**src/rtl/core/nvs_pkg.sv**
```systemverilog
`default_nettype none

package nvs_pkg;

  // Default storage sizes handed to the top level parameters.
  localparam int MAX_ENTRIES_DEF = 64;
  localparam int MAX_DIM_DEF     = 16;

  // Field widths of the channels.
  localparam int ENTRY_W       = 6;
  localparam int ELEM_W        = 4;
  localparam int SAMPLE_W      = 16;
  localparam int DIST_W        = 36;
  localparam int NUM_ENTRIES_W = 7;
  localparam int VEC_LENGTH_W  = 5;
  localparam int CFG_IDX_W     = 1;
  localparam int CFG_DATA_W    = 7;

  // Widths that cover the whole legal range of the storage parameters
  // (up to 4096 entries and 256 elements).
  localparam int ENTRY_MAX_W = 12;
  localparam int ELEM_MAX_W  = 8;

  // Datapath widths: a difference of two samples and its square.
  localparam int DIFF_W = SAMPLE_W + 1;
  localparam int SQ_W   = 2 * SAMPLE_W;

  // Command queue between the front and the back.
  localparam int QUEUE_DEPTH = 4;
  localparam int QPTR_W      = 2;

  // Command codes carried on the command port.
  localparam logic CMD_LOAD  = 1'b0;
  localparam logic CMD_QUERY = 1'b1;

  // Configuration register indexes.
  localparam logic [CFG_IDX_W-1:0] REG_NUM_ENTRIES = 1'b0;
  localparam logic [CFG_IDX_W-1:0] REG_VEC_LENGTH  = 1'b1;

  // One classified transaction waiting for the back.
  typedef struct packed {
    logic                is_query;
    logic [ENTRY_W-1:0]  entry;
    logic [ELEM_W-1:0]   elem;
    logic [SAMPLE_W-1:0] sample;
    logic                trigger;
  } item_t;

  // Scan limits taken from the configuration registers.
  typedef struct packed {
    logic [ELEM_MAX_W-1:0]  last_elem;
    logic [ENTRY_MAX_W-1:0] last_entry;
  } limits_t;

  // Tag that travels with each element through the distance pipeline.
  typedef struct packed {
    logic                   valid;
    logic                   last_elem;
    logic                   last_entry;
    logic [ENTRY_MAX_W-1:0] entry;
  } tag_t;

endpackage

`default_nettype wire

```
**src/rtl/core/nvs_front.sv**
```systemverilog
`default_nettype none

module nvs_front #(
  parameter int MAX_ENTRIES = nvs_pkg::MAX_ENTRIES_DEF,
  parameter int MAX_DIM     = nvs_pkg::MAX_DIM_DEF
) (
  input  wire logic                             clk,
  input  wire logic                             rst,
  input  wire logic                             start,
  output logic                                  busy,
  input  wire logic                             command,
  input  wire logic [nvs_pkg::ENTRY_W-1:0]      entry_index,
  input  wire logic [nvs_pkg::ELEM_W-1:0]       element_index,
  input  wire logic [nvs_pkg::SAMPLE_W-1:0]     sample,
  input  wire logic                             cfg_write,
  input  wire logic [nvs_pkg::CFG_IDX_W-1:0]    cfg_index,
  input  wire logic [nvs_pkg::CFG_DATA_W-1:0]   cfg_data,
  input  wire logic                             queue_full,
  output logic                                  push,
  output nvs_pkg::item_t                        item,
  output nvs_pkg::limits_t                      limits
);

  logic [nvs_pkg::NUM_ENTRIES_W-1:0] num_entries;
  logic [nvs_pkg::VEC_LENGTH_W-1:0]  vec_length;
  logic                              accept;
  logic                              elem_ok;
  logic                              entry_ok;
  logic                              is_query;

  always_ff @(posedge clk) begin
    if (rst) begin
      num_entries <= nvs_pkg::NUM_ENTRIES_W'(1);
      vec_length  <= nvs_pkg::VEC_LENGTH_W'(16);
    end else if (cfg_write) begin
      case (cfg_index)
        nvs_pkg::REG_NUM_ENTRIES: num_entries <= cfg_data;
        nvs_pkg::REG_VEC_LENGTH:  vec_length  <= cfg_data[nvs_pkg::VEC_LENGTH_W-1:0];
        default: ;
      endcase
    end
  end

  // Zero counts as one; values past the storage saturate.
  always_comb begin
    if (vec_length == '0) begin
      limits.last_elem = '0;
    end else if (32'(vec_length) > MAX_DIM) begin
      limits.last_elem = nvs_pkg::ELEM_MAX_W'(MAX_DIM - 1);
    end else begin
      limits.last_elem = nvs_pkg::ELEM_MAX_W'(vec_length - 1'b1);
    end
    if (num_entries == '0) begin
      limits.last_entry = '0;
    end else if (32'(num_entries) > MAX_ENTRIES) begin
      limits.last_entry = nvs_pkg::ENTRY_MAX_W'(MAX_ENTRIES - 1);
    end else begin
      limits.last_entry = nvs_pkg::ENTRY_MAX_W'(num_entries - 1'b1);
    end
  end

  assign busy     = queue_full;
  assign accept   = start && !queue_full;
  assign is_query = (command == nvs_pkg::CMD_QUERY);
  assign elem_ok  = (32'(element_index) < MAX_DIM);
  assign entry_ok = (32'(entry_index) < MAX_ENTRIES);

  // Transactions that address nothing in storage are dropped here.
  assign push = accept && elem_ok && (is_query || entry_ok);

  assign item.is_query = is_query;
  assign item.entry    = entry_index;
  assign item.elem     = element_index;
  assign item.sample   = sample;
  assign item.trigger  = (nvs_pkg::ELEM_MAX_W'(element_index) == limits.last_elem);

endmodule

`default_nettype wire

```
**config.mk**
```make
export PLATFORM = sky130hd
export DESIGN_NAME = nvs_front
export DESIGN_NICKNAME = d
export VERILOG_FILES = /design/src/rtl/core/nvs_pkg.sv /design/src/rtl/core/nvs_front.sv
export SDC_FILE = /design/constraint.sdc
export NUM_CORES = 1
export LEC_CHECK = 0
export ABC_AREA = 0
export BUFFER_PORTS_ARGS = -buffer_cell sky130_fd_sc_hd__buf_2
export CORE_ASPECT_RATIO = 0.9
export CORE_MARGIN = 2
export CORE_UTILIZATION = 30
export CTS_CLUSTER_SIZE = 20
export DETAILED_ROUTE_END_ITERATION = 16
export GPL_ROUTABILITY_DRIVEN = 0
export HOLD_SLACK_MARGIN = 0.1
export PLACE_DENSITY_LB_ADDON = 0.05
export SLEW_MARGIN = 0
export SYNTH_ARGS = -nofsm -noshare
export SYNTH_HDL_FRONTEND = slang
export SYNTH_SLANG_ARGS = --single-unit
export TNS_END_PERCENT = 30
```
**constraint.sdc**
```tcl
create_clock -name clk -period 1.83 [get_ports clk]
set_clock_uncertainty 0.05 [all_clocks]
set_input_delay 0.183 -clock clk [delete_from_list [all_inputs] [get_ports clk]]
set_output_delay 0.183 -clock clk [all_outputs]
set_load 0.005 [all_outputs]
```
==> results.toml, run 1 <==
[global_route]
grt_pass1_wl_um = 5685
antenna_found_initial = 0
grt_start_max_net_pins = 13
grt_overflow = 0
track_usage_pct = 14.32
first_global_vias = 1255

[yosys]
synthDistinctLibCells = 43
syn_nets = 224
synth_top_area_share_pct = 19.84
syn_area_um2 = 1286
yosysWarnings = 0
ys_ff_latch = 12
synth_top_area_cell = "buf_4"
syn_inst = 180
avgSynthCellArea_um2 = 7.146
synthTopCellsByArea = "buf_4 (20%), dfxtp_1 (19%), a21oi_1 (7.0%), nand2_1 (6.7%), ha_1 (3.9%)"
ys_seq_area_share_pct = 18.68

[timing]
grt_setup_unrepaired = "yes"
setup_viol = 9
period_share_pct = 122.2
fmax_ghz = 0.4473
max_slew.worst_pin.slew_ns = 0.3769
drv_slew = 0
min_period_ns = 2.235
slew_headroom_pct = 74.82
holdWs_ns = 0.1351
worst_slack_ns = -0.4054
hold_viol = 0

[critical_path]
setup.worst_path.end = "item[0]"
crit_chain = "inv_4 > ha_4 > buf_4 > and4bb_2 > a222oi_1 > o311ai_1 > nor4_1 > buf_2"
cp-end-kind = "output port"
cp.arrival_ns = 2.00
path_buf_inv = 3
crit_path_top_delay_cell = "a222oi_1"
timing.rr.end = "num_entries[0]"
cp-startpoint = "vec_length[0]"
r2r_slack_ns = 0.77
path_depth = 8
critPathKind = "reg -> out"
timing.rr.start = "num_entries[0]"
required_ns = 1.60
cp_max_fo = 4
crit_family = "compound AO/OA/AOI/OAI gates"
r2r.worst_path.cells = 5
startpoint_type = "flip-flop"
slowest_delay_ns = 0.38

[cts]
cts.clk_slew.worst_paths_ns = 0.05
htreeDepth = 1
cts_buffer_depth = 2
clockRootBuffer = "clkbuf_8"
clock_latency_ns = 0.23
cts_sinks = 12
cts_buffers = 3
cts_tree = "yes"

[drt]
drc = 0
wire_per_inst_um = 13.49
drtPass1Iterations = 4
postRouteAntennaNets = 0
vias = 1379
wirelength_um = 3657
drt_first_iter_violations = 105
vias_per_cell = 5.089

[die]
die_h_um = 66.12
core_area_um2 = 4101
start_util_pct = 31.36
fp.dieW_um = 73.02
die_area_um2 = 4828
row_count = 22
io_pins = 90

[cells_and_area]
fin_nets = 268
diodes = 0
layout-drive-gt1-share_pct = 52.02
fin_cells = 271
area_delta_synth_final_pct = 39.01

[place]
dpl.cell_count = 260
hpwl_um = 2800
port_buffers = 43
post-place-ws_ns = -0.2380

[power_and_ir_drop]
p_leak_nw = 0.8290
power_mw = 0.9865
irDropWorstVdd_mv = 0.3711
powerDensity_nw_per_um2 = 551.8

[outcome]
failed_checks = "setup timing"
status = "finished, violations left"

[worst_hold_path]
hold_class = "in -> reg"

[job]
drv_cap = 0
==> metal layers <==
metal / wire length (um) / vias to the layer above / global-route usage (%)
met2: 1523 / 60 / 20.38
met3: 330 / 30 / 2.744
met1: 1673 / 603 / 20.49
met5: 0 / - / 0
li1: - / 686 / -
met4: 130 / 0 / 6.481
==> cells in the final DEF, fill, tap and decap left out, types with 4 or more instances in the layout <==
| master | netlist | final |
|---|---|---|
| buf_2 | 1 | 41 |
| buf_4 | 34 | 30 |
| nand2_1 | 23 | 23 |
| a21oi_1 | 18 | 16 |
| buf_6 | 1 | 10 |
| nor2_1 | 10 | 9 |
| dfxtp_1 | 12 | 7 |
| nor3_1 | 8 | 6 |
| nand3_1 | 6 | 6 |
| nor2b_1 | 5 | 5 |
| dfxtp_2 | 0 | 5 |
| ha_4 | 0 | 4 |
| clkbuf_8 | 0 | 4 |
==> cell usage after synthesis, drive strengths merged <==
master,number
a222oi,1
inv,7
or3b,4
and3b,1
buf,36
nor4,3
a311oi,1
o2bb2ai,1
o31ai,1
maj3,2
a211o,2
nor3b,2
or3,2
ha,4
a21oi,18
o2111ai,2
nand2,23
o21ai,4
nand3,6
mux2i,1
and3,1
dfxtp,12
a211oi,1
o32a,1
o21bai,1
a221o,1
o22ai,1
xor2,2
nand2b,3
o311ai,1
nor2b,5
mux2,1
and4bb,1
nor3,8
a41oi,1
o31a,1
a21boi,1
nor2,10
clkbuf,6
and2,1
==> worst reg2reg max path: cells and delay by family (launching register included) <==
family                 cells  cell delay, ns
flip-flops                 1            0.32
buffers and inverters      3            0.28
AO/OA/AOI/OAI              1            0.27
AND/OR/NAND/NOR            1            0.03
==> kinds of logic (layout without fill, tap and decap cells) <==
logic type | count (synthesis) | count (layout) | share of synthesized area, %
buffers and inverters | 49 | 92 | 24.90
AOI/OAI and AO/OA | 39 | 39 | 19.85
muxes | 2 | 2 | 1.654
adders and majority gates | 6 | 6 | 5.448
and+or+nand+nor | 70 | 70 | 28.11
DFF | 12 | 12 | 18.68
xor gates and xnor gates | 2 | 2 | 1.362
==> registers in the layout, indices dropped and copies added, names as in the netlist <==
name         count
num_entries      7
vec_length       5
==> per-stage QoR <==
step	TNS (ns)	utilization [%]	instance area, um^2
2_1_floorplan	-0.5070	-	1324
6_report	-1.203	43.59	1788
5_1_grt	-1.989	43.59	1788
4_1_cts	-1.138	40.76	1672
3_3_place_gp	-0.2622	37.49	1538
3_5_place_dp	-0.3129	37.49	1538
==> worst min-delay path by stage <==
stage,startpoint,end,cells after the start
6_report,cfg_data[0],num_entries[0],2
5_1_grt,cfg_data[0],num_entries[0],2
4_1_cts,cfg_data[0],num_entries[0],2
3_5_place_dp,sample[10],item[11],0
3_3_place_gp,sample[10],item[11],0
2_1_floorplan,rst,vec_length[4],1
==> power by group <==
part / internal, mW / switching, mW
registers: 0.276 / 0.0141
logic: 0.225 / 0.191
clock network: 0.190 / 0.0913
==> final cells by class <==
type | count | area (um^2)
fill | 431 | 2313
multi-input combinational | 119 | 852.1
timing repair buffer | 81 | 543.0
sequential | 12 | 246.5
tap | 48 | 60.06
clock buffer | 4 | 55.05
inverter | 7 | 31.28
==> repair_timing <==
| item | 4_1_cts | 5_1_grt |
|---|---|---|
| pin swaps | 6 | 7 |
| endpoints found under the setup margin | 15 | 17 |
| hold buffers | 0 | 0 |
| gates resized for setup | 19 | 18 |
| setup buffers | 2 | 7 |
No activity file was read; power rests on OpenSTA's default activity.
==> run 2: changes to the inputs <==
--- a/config.mk
+++ b/config.mk
@@ -9,7 +9,7 @@
 export BUFFER_PORTS_ARGS = -buffer_cell sky130_fd_sc_hd__buf_2
 export CORE_ASPECT_RATIO = 0.9
 export CORE_MARGIN = 2
-export CORE_UTILIZATION = 30
+export CORE_UTILIZATION = 37
 export CTS_CLUSTER_SIZE = 20
 export DETAILED_ROUTE_END_ITERATION = 16
 export GPL_ROUTABILITY_DRIVEN = 0
==> constraint.sdc (replaced) <==
create_clock -name clk -period 2.05 [get_ports clk]
set_clock_uncertainty 0.05 [all_clocks]
set_input_delay 0.205 -clock clk [delete_from_list [all_inputs] [get_ports clk]]
set_output_delay 0.205 -clock clk [all_outputs]
set_load 0.005 [all_outputs]
==> results.toml, run 2 (synthesized netlist as in run 1, its figures left out) <==
[critical_path]
cp-end-kind = "output port"
startpoint_type = "flip-flop"
slowest_delay_ns = 0.36
cp.arrival_ns = 2.03
crit_family = "simple AND/OR/NAND/NOR gates"
crit_path_top_delay_cell = "or3b_4"
crit_chain = "inv_4 > ha_4 > or3b_4 > a221o_1 > xor2_1 > nor4_1 > buf_2"
cp_max_fo = 4
r2r_slack_ns = 1.00
timing.rr.start = "vec_length[4]"
r2r.worst_path.cells = 2
required_ns = 1.79
timing.rr.end = "vec_length[4]"
critPathKind = "reg -> out"
path_buf_inv = 2

[timing]
worst_slack_ns = -0.2355
period_share_pct = 111.5
drv_slew = 0
min_period_ns = 2.285
slew_headroom_pct = 70.70
holdWs_ns = 0.1495
max_slew.worst_pin.slew_ns = 0.4390
grt_setup_unrepaired = "yes"
fmax_ghz = 0.4375
setup_viol = 1
setup_tns_ns = -0.2355
hold_viol = 0

[power_and_ir_drop]
p_leak_nw = 0.7201
irDropWorstVdd_mv = 0.2689
powerDensity_nw_per_um2 = 499.7
power_mw = 0.7841

[global_route]
top_usage_layer = "met2"
grt_overflow = 0
grt_start_max_net_pins = 14
gr-usage-met2_pct = 23.43
track_usage_pct = 16.24
grt_pass1_wl_um = 4974
grt_util_met1_pct = 22.44
first_global_vias = 1098
antenna_found_initial = 0
met3_usage_pct = 3.955

[place]
hpwl_um = 2474
port_buffers = 43
dpl.cell_count = 245

[cells_and_area]
largestRegisters = "num_entries x7, vec_length x5"
area_delta_synth_final_pct = 21.98
largest-register = "num_entries"
post-route-util_pct = 46.79
largest_reg_flops = 7
layout-drive-gt1-share_pct = 44.66
regArea_um2 = 245.2
fin_nets = 252
final_cell_mix = "buf_2 (43), nand2_1 (23), buf_4 (20), a21oi_1 (18), nor2_1 (10)"
final_common_cell = "buf_2"
diodes = 0
nFillCells = 360
fin_cells = 250
multi_input_area_um2 = 808.3

[drt]
drtPass1Iterations = 4
postRouteAntennaNets = 0
wire_per_inst_um = 13.36
vias = 1349
wirelength_um = 3340
drc = 0
drt_first_iter_violations = 119
vias_per_cell = 5.396

[job]
drv_cap = 0

[worst_hold_path]
holdPathStages = 2
holdPathEnd = "num_entries[0]"
hold_class = "in -> reg"
hold_start = "cfg_data[0]"

[cts]
cts.hold.buffers_added = 0
cts_tree = "yes"
clock_latency_ns = 0.24
clockRootBuffer = "clkbuf_8"
cts_sinks = 12
cts_buffers = 3
htreeDepth = 1
cts_buffer_depth = 2
cts.clk_slew.worst_paths_ns = 0.05

[outcome]
failed_checks = "setup timing"
status = "finished, violations left"

[die]
fp.dieW_um = 66.15
io_pins = 90
row_count = 20
die_area_um2 = 3965
die_h_um = 59.94
core_area_um2 = 3353
start_util_pct = 38.36
## run 2: cell count changes in the layout (fill, tap and decap cells not counted), moves of 2 or more
cell | before | now
o2111ai_1 | 2 | 0
buf_4 | 30 | 20
a21oi_1 | 16 | 18
o21ai_1 | 2 | 0
buf_2 | 41 | 43
buf_6 | 10 | 2
nor3b_2 | 2 | 0
o21ai_0 | 2 | 4
nor3b_1 | 0 | 2
o2111ai_2 | 0 | 2
## run 2: worst max path at each step
stage	from	to	slack (ns)	cells past startpoint
6_report	vec_length[1]	item[0]	-0.24	7
5_1_grt	vec_length[1]	item[0]	-0.36	8
4_1_cts	vec_length[0]	item[0]	-0.25	7
3_5_place_dp	vec_length[0]	item[0]	-0.09	7
3_3_place_gp	vec_length[0]	item[0]	-0.08	7
2_1_floorplan	vec_length[0]	item[0]	0.00003	6
## run 2: power by group
part	switching [mW]	leakage (nW)	total, mW	internal, mW
registers	0.0153	0.0993	0.262	0.246
clock network	0.0817	0.0216	0.211	0.129
logic	0.151	0.599	0.312	0.161
total	0.248	0.720	0.784	0.536
## run 2: per-layer routing
metal	wire, um	part of all wire (%)	up-vias
met3	263	7.9	11
met2	1429	43	64
met5	0	0	-
met4	68	2.0	0
met1	1578	47	622
li1	-	-	652
## run 2: worst register-to-register path: cells and delay by family, from the launching register on
family                 cells  cell delay [ns]
AOI/OAI and AO/OA          1             0.24
buffers and inverters      1             0.22
DFF                        1             0.44
## run 2: final cells by class
type | instances | share of cell area (%)
sequential | 12 | 15.63
multi-input combinational | 119 | 51.52
tap | 44 | 3.509
clock buffer | 3 | 2.632
timing repair buffer | 65 | 24.72
inverter | 7 | 1.994
## run 2: timing repair
item | in CTS | in global routing
pin swaps | 4 | 9
buffers inserted | 0 | 2
gates resized for setup | 5 | 19
endpoints found under the setup margin | 5 | 12
endpoints found under the hold margin | 0 | 0
cloned | 0 | 0
## run 2: per-stage QoR
stage	instance area [um^2]	setup WS (ns)
finish	1569	-0.2355
floorplan	1291	0.00003164
global placement	1418	-0.08399
global route	1569	-0.3630
CTS	1483	-0.2479
detailed placement	1418	-0.09168
