[src/rtl/core/nvs_pkg.sv]
`default_nettype none

package nvs_pkg;

  // Default storage sizes handed to the top level parameters.
  localparam int MAX_ENTRIES_DEF = 64;
  localparam int MAX_DIM_DEF     = 16;

  // Field widths of the channels.
  localparam int ENTRY_W       = 6;
  localparam int ELEM_W        = 4;
  localparam int SAMPLE_W      = 16;
  localparam int DIST_W        = 36;
  localparam int NUM_ENTRIES_W = 7;
  localparam int VEC_LENGTH_W  = 5;
  localparam int CFG_IDX_W     = 1;
  localparam int CFG_DATA_W    = 7;

  // Widths that cover the whole legal range of the storage parameters
  // (up to 4096 entries and 256 elements).
  localparam int ENTRY_MAX_W = 12;
  localparam int ELEM_MAX_W  = 8;

  // Datapath widths: a difference of two samples and its square.
  localparam int DIFF_W = SAMPLE_W + 1;
  localparam int SQ_W   = 2 * SAMPLE_W;

  // Command queue between the front and the back.
  localparam int QUEUE_DEPTH = 4;
  localparam int QPTR_W      = 2;

  // Command codes carried on the command port.
  localparam logic CMD_LOAD  = 1'b0;
  localparam logic CMD_QUERY = 1'b1;

  // Configuration register indexes.
  localparam logic [CFG_IDX_W-1:0] REG_NUM_ENTRIES = 1'b0;
  localparam logic [CFG_IDX_W-1:0] REG_VEC_LENGTH  = 1'b1;

  // One classified transaction waiting for the back.
  typedef struct packed {
    logic                is_query;
    logic [ENTRY_W-1:0]  entry;
    logic [ELEM_W-1:0]   elem;
    logic [SAMPLE_W-1:0] sample;
    logic                trigger;
  } item_t;

  // Scan limits taken from the configuration registers.
  typedef struct packed {
    logic [ELEM_MAX_W-1:0]  last_elem;
    logic [ENTRY_MAX_W-1:0] last_entry;
  } limits_t;

  // Tag that travels with each element through the distance pipeline.
  typedef struct packed {
    logic                   valid;
    logic                   last_elem;
    logic                   last_entry;
    logic [ENTRY_MAX_W-1:0] entry;
  } tag_t;

endpackage

`default_nettype wire

[src/rtl/core/nvs_queue.sv]
`default_nettype none

module nvs_queue (
  input  wire logic          clk,
  input  wire logic          rst,
  input  wire logic          push,
  input  wire nvs_pkg::item_t din,
  output logic               full,
  input  wire logic          pop,
  output nvs_pkg::item_t     dout,
  output logic               empty
);

  nvs_pkg::item_t                 slots [nvs_pkg::QUEUE_DEPTH];
  logic [nvs_pkg::QPTR_W-1:0]     wr_ptr;
  logic [nvs_pkg::QPTR_W-1:0]     rd_ptr;
  logic [nvs_pkg::QPTR_W:0]       count;

  assign full  = (count == (nvs_pkg::QPTR_W + 1)'(nvs_pkg::QUEUE_DEPTH));
  assign empty = (count == '0);
  assign dout  = slots[rd_ptr];

  always_ff @(posedge clk) begin
    if (push) begin
      slots[wr_ptr] <= din;
    end
  end

  always_ff @(posedge clk) begin
    if (rst) begin
      wr_ptr <= '0;
      rd_ptr <= '0;
      count  <= '0;
    end else begin
      if (push) begin
        wr_ptr <= wr_ptr + 1'b1;
      end
      if (pop) begin
        rd_ptr <= rd_ptr + 1'b1;
      end
      if (push && !pop) begin
        count <= count + 1'b1;
      end else if (pop && !push) begin
        count <= count - 1'b1;
      end
    end
  end

`ifndef SYNTH
  a_no_push_when_full: assert property (@(posedge clk) disable iff (rst)
    push |-> !full) else $error("queue written while full");

  a_no_pop_when_empty: assert property (@(posedge clk) disable iff (rst)
    pop |-> !empty) else $error("queue read while empty");
`endif

endmodule

`default_nettype wire

[config.mk]
export PLATFORM = sky130hd
export DESIGN_NAME = nvs_queue
export DESIGN_NICKNAME = d
export VERILOG_FILES = /design/src/rtl/core/nvs_pkg.sv /design/src/rtl/core/nvs_queue.sv
export SDC_FILE = /design/constraint.sdc
export NUM_CORES = 1
export LEC_CHECK = 0
export BUFFER_PORTS_ARGS = -buffer_cell sky130_fd_sc_hd__buf_4
export CORE_MARGIN = 2
export CORE_UTILIZATION = 30
export CTS_BUF_LIST = sky130_fd_sc_hd__clkbuf_16
export DETAILED_ROUTE_END_ITERATION = 10
export GPL_TIMING_DRIVEN = 0
export PLACE_DENSITY_LB_ADDON = 0.2
export SYNTH_ARGS = -nofsm -noshare
export SYNTH_HDL_FRONTEND = slang
export SYNTH_SLANG_ARGS = --single-unit
[constraint.sdc]
create_clock -name clk -period 3.1 [get_ports clk]
set_input_delay 0.93 -clock clk [delete_from_list [all_inputs] [get_ports clk]]
set_output_delay 0.93 -clock clk [all_outputs]
set_load 0.03 [all_outputs]
==> results of run 1 <==
==> synth_stat cells, drive strengths merged <==
cell type and count:
a21oi 1, and2 4, buf 6, clkbuf 1, dfxtp 9, edfxtp 112
fa 1, ha 5, inv 4, mux2i 2, mux4 28, nand2 1
nor2 7, nor3 1, nor3b 1, o21ai 1, or3 1, xnor2 2
xor2 3
==> metrics by stage <==
step / std cells / hold WS (ns) / instance area [um2] / util
2_1_floorplan: 190 / 0.4663 / 4519 / -
3_3_place_gp: 434 / 0.4850 / 5200 / 0.3551
3_5_place_dp: 434 / 0.4988 / 5205 / 0.3554
4_1_cts: 466 / 0.5099 / 5749 / 0.3926
5_1_grt: 466 / 0.5388 / 5749 / 0.3926
6_report: 466 / 0.5093 / 5749 / 0.3926
==> area by class of cell <==
cell class              instances  share of cell area
inverters                       4            0.002612
plain buffers                   7             0.01219
clock buffers                  17             0.07399
clock inverters                15             0.02067
repair buffers                 60             0.07835
flip-flops and latches        121              0.6163
well taps                     184             0.04004
multi-input cells              58              0.1558
==> cells by family after synthesis <==
logic type	share of synthesized area
flip-flops	0.7841
multiplexers	0.1506
AND/OR/NAND/NOR	0.01633
buffers and inverters	0.01882
adder cells (fa/ha/maj)	0.01827
XOR/XNOR	0.009692
AO/OA/AOI/OAI	0.002213
==> flip-flops by register name (all words and copies together), names as in the netlist, named ones only <==
register,count
count,3
rd_ptr,2
wr_ptr,2
slots,112
==> worst max-delay path, cell delays in order (launching register included) <==
cell	delay (ns)
dfxtp_1	0.30
buf_2	0.23
buf_2	0.33
mux4_2	0.37
buf_4	0.19
==> per-layer routing <==
layer | wire (um) | global-route usage | vias up
met2 | 3996 | 0.1784 | 50
met4 | 238 | 0.06981 | 0
met3 | 365 | 0.03922 | 18
met5 | 0 | 0 | -
met1 | 3383 | 0.1249 | 1031
li1 | - | - | 947
==> path summary, 6_finish.rpt <==
path / slack (ns) / startpoint / cells after the start / end
worst max-delay path: 0.33 / flip-flop / 4 / dout[2]
worst min-delay path: 0.51 / count[2] / 2 / count[2]
worst max register to register: 1.47 / wr_ptr[0] / 3 / slots[2][2]
worst min register to register: 0.51 / count[2] / 2 / count[2]
==> cell usage in the layout (no fill, tap or decap) <==
cell type | synthesis | final
inv_1 | 4 | 7
clkinvlp_4 | 0 | 1
edfxtp_1 | 112 | 112
clkbuf_16 | 0 | 17
buf_12 | 2 | 2
xnor2_1 | 2 | 2
ha_1 | 5 | 5
buf_4 | 0 | 60
buf_6 | 1 | 1
clkinv_1 | 0 | 4
nor3_1 | 1 | 1
mux2i_1 | 2 | 2
nor3b_1 | 1 | 1
clkbuf_1 | 1 | 1
mux4_1 | 8 | 8
and2_2 | 0 | 4
o21ai_0 | 1 | 1
fa_1 | 1 | 1
mux4_2 | 20 | 20
buf_2 | 3 | 3
or3_1 | 1 | 1
dfxtp_1 | 9 | 9
xor2_1 | 3 | 3
nor2_1 | 7 | 7
a21oi_1 | 1 | 1
clkinv_2 | 0 | 5
nand2_1 | 1 | 1
bufinv_16 | 0 | 2
==> power breakdown <==
part,internal (mW),total [mW],switching [mW]
Clock,1.15,1.80,0.648
Combinational,0.219,0.508,0.290
Sequential,1.88,1.90,0.0250
==> impl_metrics.json, run 1 <==
{
  "status": "completed",
  "drv_cap": 0,
  "finish.net_count": 307,
  "vias_per_cell": 4.391,
  "portBuffers": 60,
  "cts_buffers": 17,
  "gp_congestion": 0.6216,
  "diodes": 0,
  "netlist_area_um2": 4519,
  "cp.arrival_ns": 1.84,
  "fp-row-count": 44,
  "cts-resized-gates": 0,
  "tightest_slew_ns": 0.8300,
  "wire_per_inst_um": 17.13,
  "synth_cells": 190,
  "path_clk_slew_ns": 0.05,
  "htreeDepth": 4,
  "drtIter0Drc": 125,
  "multi_input_area_um2": 895.9,
  "grt-ovfl-total": 0,
  "clk_root_buffer_cell": "clkbuf_16",
  "synth_seq_area_share": 0.7841,
  "crit_path_max_fanout": 10,
  "core_um2": 14640,
  "synth_cell_type_count": 22,
  "yosys_warnings": 0,
  "setup_tns_ns": 0,
  "cts_setup_buffers": 0,
  "syn_nets": 228,
  "drive_above_1_share": 0.4078,
  "hold_viol": 0,
  "chipWidth_um": 126.7,
  "synth_top_area_cell": "edfxtp_1",
  "netlist.area_leader.share": 0.7442,
  "yosys-top-cells-area": "edfxtp_1 74%, mux4_2 10%, mux4_1 4.7%, dfxtp_1 4.0%, ha_1 1.4%",
  "post_synth.cell_area_avg_um2": 23.79,
  "fmax_mhz": 361.3,
  "crit_type": "flip-flop to output port",
  "rsz0062_at_grt": "no",
  "drt-total-wl_um": 7984,
  "initial_core_util": 0.3086,
  "hpwl_um": 4690,
  "grt_usage": 0.1103,
  "final.setup_skew_ns": 0.003630,
  "fill_cells": 1323,
  "final_max_slew_viol_count": 0,
  "setup_slack_ns": 0.3320,
  "cts_tree": "built",
  "end_kind": "output port",
  "grt_pass1_wl_um": 12440,
  "min_period_over_period": 0.8929,
  "drc": 0,
  "period_needed_ns": 2.768,
  "first_pass_iters": 4,
  "io_pins": 62,
  "clk-insertion-delay-late_ns": 0.41,
  "dieArea_um2": 16060,
  "seqCellArea_um2": 3543,
  "worstPathRequired_ns": 2.17,
  "preCtsSetupSlack_ns": 0.6946,
  "relSlewSlack": 0.4467,
  "cp-start-kind": "flip-flop",
  "area_growth_pct": 27.21,
  "ys_ff_latch": 121,
  "vias": 2046,
  "power-per-cell-area_nw_per_um2": 731.6,
  "cts_sinks": 121,
  "grt_pass1_vias": 2284,
  "antenna_found_initial": 0,
  "p_leak_nw": 2.019,
  "vdd.ir_drop.worst_mv": 0.3127,
  "setup_viol": 0,
  "cts_buffer_depth": 2,
  "cts_hold_buf": 0,
  "die_height_um": 126.7,
  "grt_max_degree": 29,
  "finalPower_mw": 4.206,
  "ant_nets": 0,
  "min-delay-path-class": "flip-flop to flip-flop"
}
No activity file was read; power rests on OpenSTA's default activity.
==> inputs of run 2 (changes only) <==
CORE_UTILIZATION = 61   (was 30)
RECOVER_POWER = 100   (was not set)
==> run 2 against run 1 <==
Net effect: the run now ends with capacitance limit, slew limit left; final cell count is 18% lower; count of clock-buffer cells in the layout stayed put; core utilization increased by 35 points; global-route usage increased by 8.8 points; setup slack worse by 0.046 ns.
==> impl_metrics.json, run 2 (same netlist as run 1, synthesis figures left out) <==
{
  "fp-row-count": 31,
  "setup_tns_ns": 0,
  "initial_core_util": 0.6264,
  "seqCellArea_um2": 3543,
  "dieArea_um2": 8114,
  "switchingPower_mw": 0.9278,
  "core_um2": 7214,
  "reg.largest.list": "slots x112, count x3",
  "hold_viol": 0,
  "end_kind": "output port",
  "crit_type": "flip-flop to output port",
  "drc": 0,
  "chipWidth_um": 90.08,
  "cts_setup_buffers": 0,
  "first_pass_iters": 4,
  "relSlewSlack": -0.3820,
  "fmax_mhz": 355.4,
  "vdd.ir_drop.worst_mv": 0.4173,
  "final_common_cell": "edfxtp_1",
  "die_height_um": 90.08,
  "p_leak_nw": 1.781,
  "cts_tree": "built",
  "grt_max_degree": 29,
  "top_register": "slots",
  "finish.net_count": 307,
  "crit_path_max_fanout": 10,
  "power-per-cell-area_nw_per_um2": 733.7,
  "clk_root_buffer_cell": "clkbuf_16",
  "power_frac_comb": 0.112,
  "drive_above_1_share": 0.2028,
  "internal_power_mw": 3.022,
  "cts_hold_buf": 0,
  "diodes": 0,
  "gp_congestion": 0.6346,
  "p_clk_frac": 0.405,
  "period_needed_ns": 2.814,
  "vias": 2093,
  "ant_nets": 0,
  "cp.arrival_ns": 1.88,
  "final.setup_skew_ns": 0.006276,
  "largest_register_ff_count": 112,
  "grt_usage": 0.1981,
  "path_clk_slew_ns": 0.05,
  "netSwitchingFraction": 0.2349,
  "setup_viol": 0,
  "area_growth_pct": 19.13,
  "tightest_slew_ns": 2.072,
  "cts_buffer_depth": 2,
  "cts_sinks": 121,
  "utilization": 0.7463,
  "clk-insertion-delay-late_ns": 0.39,
  "cts_buffers": 17,
  "grt-ovfl-total": 0,
  "min-delay-path-class": "flip-flop to flip-flop",
  "drt-total-wl_um": 7288,
  "fill_cells": 473,
  "portBuffers": 60,
  "whs_ns": 0.5105,
  "drtIter0Drc": 118,
  "final_max_slew_viol_count": 116,
  "antenna_found_initial": 0,
  "status": "finished with violations",
  "violations": "capacitance limit, slew limit",
  "io_pins": 62,
  "htreeDepth": 4,
  "wire_per_inst_um": 19.18,
  "cts-resized-gates": 0,
  "worstPathRequired_ns": 2.17,
  "vias_per_cell": 5.508,
  "min_period_over_period": 0.9076,
  "multi_input_area_um2": 890.9,
  "hpwl_um": 4362,
  "rsz0062_at_grt": "no",
  "drv_cap": 4,
  "power.share.sequential": 0.483,
  "finalPower_mw": 3.950,
  "grt_pass1_vias": 2327,
  "grt_pass1_wl_um": 11710,
  "cp-start-kind": "flip-flop",
  "final_cell_mix": "112 x edfxtp_1, 54 x clkbuf_1, 20 x mux4_2"
}
[run 2: changes by cell type in the layout (fill, tap and decap cells not counted), sizes merged]
cell      before  now
clkinvlp       1    3
clkbuf        18   76
bufinv         2    0
buf           66    8
inv            7    6
[run 2: metal layers]
layer | up-vias | global-route usage | share of wire
met2 | 54 | 0.3358 | 0.53
met3 | 2 | 0.06035 | 0.036
met1 | 1077 | 0.2377 | 0.43
li1 | 960 | - | -
met5 | - | 0 | 0
met4 | 0 | 0.08462 | 0.0049
[run 2: path summary, 6_finish.rpt]
path / startpoint / end / slack (ns) / cells past startpoint
worst max-delay path: flip-flop / dout[17] / 0.29 / 4
worst max register to register: wr_ptr[0] / slots[1][20] / 0.59 / 2
worst min register to register: count[2] / count[2] / 0.51 / 2
worst min-delay path: count[2] / count[2] / 0.51 / 2
[run 2: power by group through the flow]
stage          clock [mW]  combinational, mW  sequential, mW
2_1_floorplan           0              0.329            1.93
3_3_place_gp            0              0.500            1.93
3_5_place_dp            0              0.510            1.94
4_1_cts              1.63              0.515            1.91
5_1_grt              1.69              0.479            1.91
6_report             1.60              0.444            1.91
[run 2: critical path: stages (launching register included)]
cell	delay, ns
dfxtp_1	0.31
clkbuf_2	0.24
clkbuf_2	0.34
mux4_2	0.36
clkbuf_1	0.23
[run 2: per-stage QoR]
step                cells  cell area [um2]  setup WS (ns)
finish                380             5384         0.2865
global route          380             5384         0.1868
CTS                   380             5590         0.3073
detailed placement    349             5096         0.5081
global placement      349             5094         0.4369
floorplan             190             4519         0.9098
[run 2: final cells by class]
cell class,count,area share
Clock buffer,17,0.07901
Clock inverter,14,0.01278
Inverter,4,0.002789
Timing Repair Buffer,60,0.04578
Tap cell,99,0.02301
Buffer,7,0.01301
Multi-Input combinational cell,58,0.1655
Sequential cell,121,0.6581
==> inputs of run 3 (changes only) <==
CORE_UTILIZATION = 56   (was 61)
clock period = 2.9 ns   (was 3.1 ns; I/O delays follow)
==> run 3 against run 2 <==
Net effect: the run now ends clean; critical path depth did not move; final cell count rose by 1.1%; count of clock-buffer cells in the layout did not move; sequential cell count did not move; combinational power rose by 7.7%; core utilization fell by 3.9 points; non-clock buffer count did not move; power rose by 15%; via count rose by 1.7%; first-iteration DRC count fell by 20%; critical endpoint is now dout[8]; sequential power rose by 7%.
==> impl_metrics.json, run 3 (same netlist as run 1, synthesis figures left out) <==
{
  "cts_setup_buffers": 0,
  "core_um2": 7767,
  "power-per-cell-area_nw_per_um2": 826.0,
  "setup_viol": 0,
  "cts_buffers": 17,
  "gp_congestion": 0.6490,
  "period_needed_ns": 2.729,
  "whs_ns": 0.5306,
  "grt_pass1_vias": 2192,
  "grt_max_degree": 29,
  "cp-start-kind": "flip-flop",
  "clk-insertion-delay-late_ns": 0.39,
  "crit_type": "flip-flop to output port",
  "initial_core_util": 0.5818,
  "min_period_over_period": 0.9411,
  "drt-total-wl_um": 7166,
  "r2r-end": "slots[2][23]",
  "vias_per_cell": 5.544,
  "area_growth_pct": 21.57,
  "r2r_slack_ns": 0.78,
  "cts_sinks": 121,
  "grt-ovfl-total": 0,
  "cts_tree": "built",
  "crit_path_top_delay_cell": "mux4_2",
  "diodes": 0,
  "final_max_slew_viol_count": 0,
  "finish.net_count": 307,
  "drtIter0Drc": 94,
  "p_leak_nw": 1.868,
  "ant_nets": 0,
  "status": "completed",
  "htreeDepth": 4,
  "hold_depth": 2,
  "top_register": "slots",
  "chipWidth_um": 93.84,
  "clk_root_buffer_cell": "clkbuf_16",
  "final.setup_skew_ns": 0.006138,
  "final_common_cell": "edfxtp_1",
  "cts-resized-gates": 0,
  "tightest_slew_ns": 1.480,
  "max_stage_delay_ns": 0.38,
  "reg.largest.list": "slots x112, count x3",
  "portBuffers": 60,
  "largest_register_ff_count": 112,
  "drive_above_1_share": 0.2660,
  "drv_cap": 0,
  "grt_pass1_wl_um": 11290,
  "hpwl_um": 4222,
  "path_clk_slew_ns": 0.05,
  "first_pass_iters": 4,
  "relSlewSlack": 0.01324,
  "dieArea_um2": 8805,
  "worstReg2RegStart": "wr_ptr[0]",
  "vdd.ir_drop.worst_mv": 0.6982,
  "wire_per_inst_um": 18.66,
  "critPathMostFrequentCell": "clkbuf_2",
  "cp.arrival_ns": 1.86,
  "cts_hold_buf": 0,
  "fp-row-count": 32,
  "cts_buffer_depth": 2,
  "rr_worst_depth": 3,
  "vias": 2129,
  "grt_usage": 0.1816,
  "die_height_um": 93.84,
  "crit_path_max_fanout": 10,
  "fmax_mhz": 366.4,
  "hp-start": "count[2]",
  "rsz0062_at_grt": "no",
  "path_cells": "clkbuf_2 > clkbuf_2 > mux4_2 > clkbuf_2",
  "hold_viol": 0,
  "worstPathRequired_ns": 2.03,
  "setup_tns_ns": 0,
  "end_kind": "output port",
  "drc": 0,
  "final_cell_mix": "112 x edfxtp_1, 40 x clkbuf_1, 20 x clkbuf_2, 20 x mux4_2, 17 x clkbuf_16",
  "min_to": "count[2]",
  "min-delay-path-class": "flip-flop to flip-flop",
  "antenna_found_initial": 0,
  "io_pins": 62
}
==> run 3: cell count changes in the layout (fill, tap and decap cells not counted) <==
| cell | delta |
|---|---|
| and2_0 | -4 |
| and2_1 | +4 |
| buf_4 | -1 |
| bufinv_16 | +3 |
| clkbuf_1 | -14 |
| clkbuf_2 | +15 |
| clkinv_1 | -3 |
| clkinv_2 | -1 |
| clkinv_4 | +1 |
| inv_6 | +1 |
==> run 3: metal layers <==
layer | part of all wire | vias to the layer above | global-route usage
met5 | 0 | - | 0
met1 | 0.41 | 1109 | 0.2276
met4 | 0.0053 | 0 | 0.07488
li1 | - | 950 | -
met3 | 0.056 | 2 | 0.06019
met2 | 0.53 | 68 | 0.2940
==> run 3: report_power, final <==
part,switching (mW),internal (mW)
logic,0.301,0.176
registers,0.0293,2.01
clock network,0.690,1.33
total,1.02,3.52
==> run 3: worst max path at each step <==
| stage | cells after the start | slack (ns) | end |
|---|---|---|---|
| 2_1_floorplan | 7 | 0.77 | count[2] |
| 3_3_place_gp | 2 | 0.28 | slots[1][19] |
| 3_5_place_dp | 8 | 0.53 | count[2] |
| 4_1_cts | 4 | 0.19 | dout[8] |
| 5_1_grt | 4 | 0.07 | dout[4] |
| 6_report | 4 | 0.17 | dout[8] |
==> run 3: worst max-delay path: cells and delay by family, from the launching register on <==
kind / cells / cell delay (ns)
flops: 1 / 0.30
buf+inv: 3 / 0.78
mux: 1 / 0.38
==> run 3: layout make-up <==
type	instances	area, um2
Sequential cell	121	3543
Fill cell	528	2273
Multi-Input combinational cell	58	890.9
Clock buffer	17	425.4
Timing Repair Buffer	60	261.5
Clock inverter	15	160.2
Tap cell	102	127.6
Buffer	7	70.07
Inverter	4	15.01
==> run 3: per-stage QoR <==
stage | cells | instance area (um2) | setup slack, ns | util | total power, mW
4_1_cts | 384 | 5688 | 0.1933 | 0.7323 | 4.632
5_1_grt | 384 | 5494 | 0.06749 | 0.7073 | 4.681
3_3_place_gp | 352 | 5097 | 0.2825 | 0.6563 | 2.603
3_5_place_dp | 352 | 5102 | 0.5329 | 0.6569 | 2.613
6_report | 384 | 5494 | 0.1709 | 0.7073 | 4.538
2_1_floorplan | 190 | 4519 | 0.7698 | - | 2.411
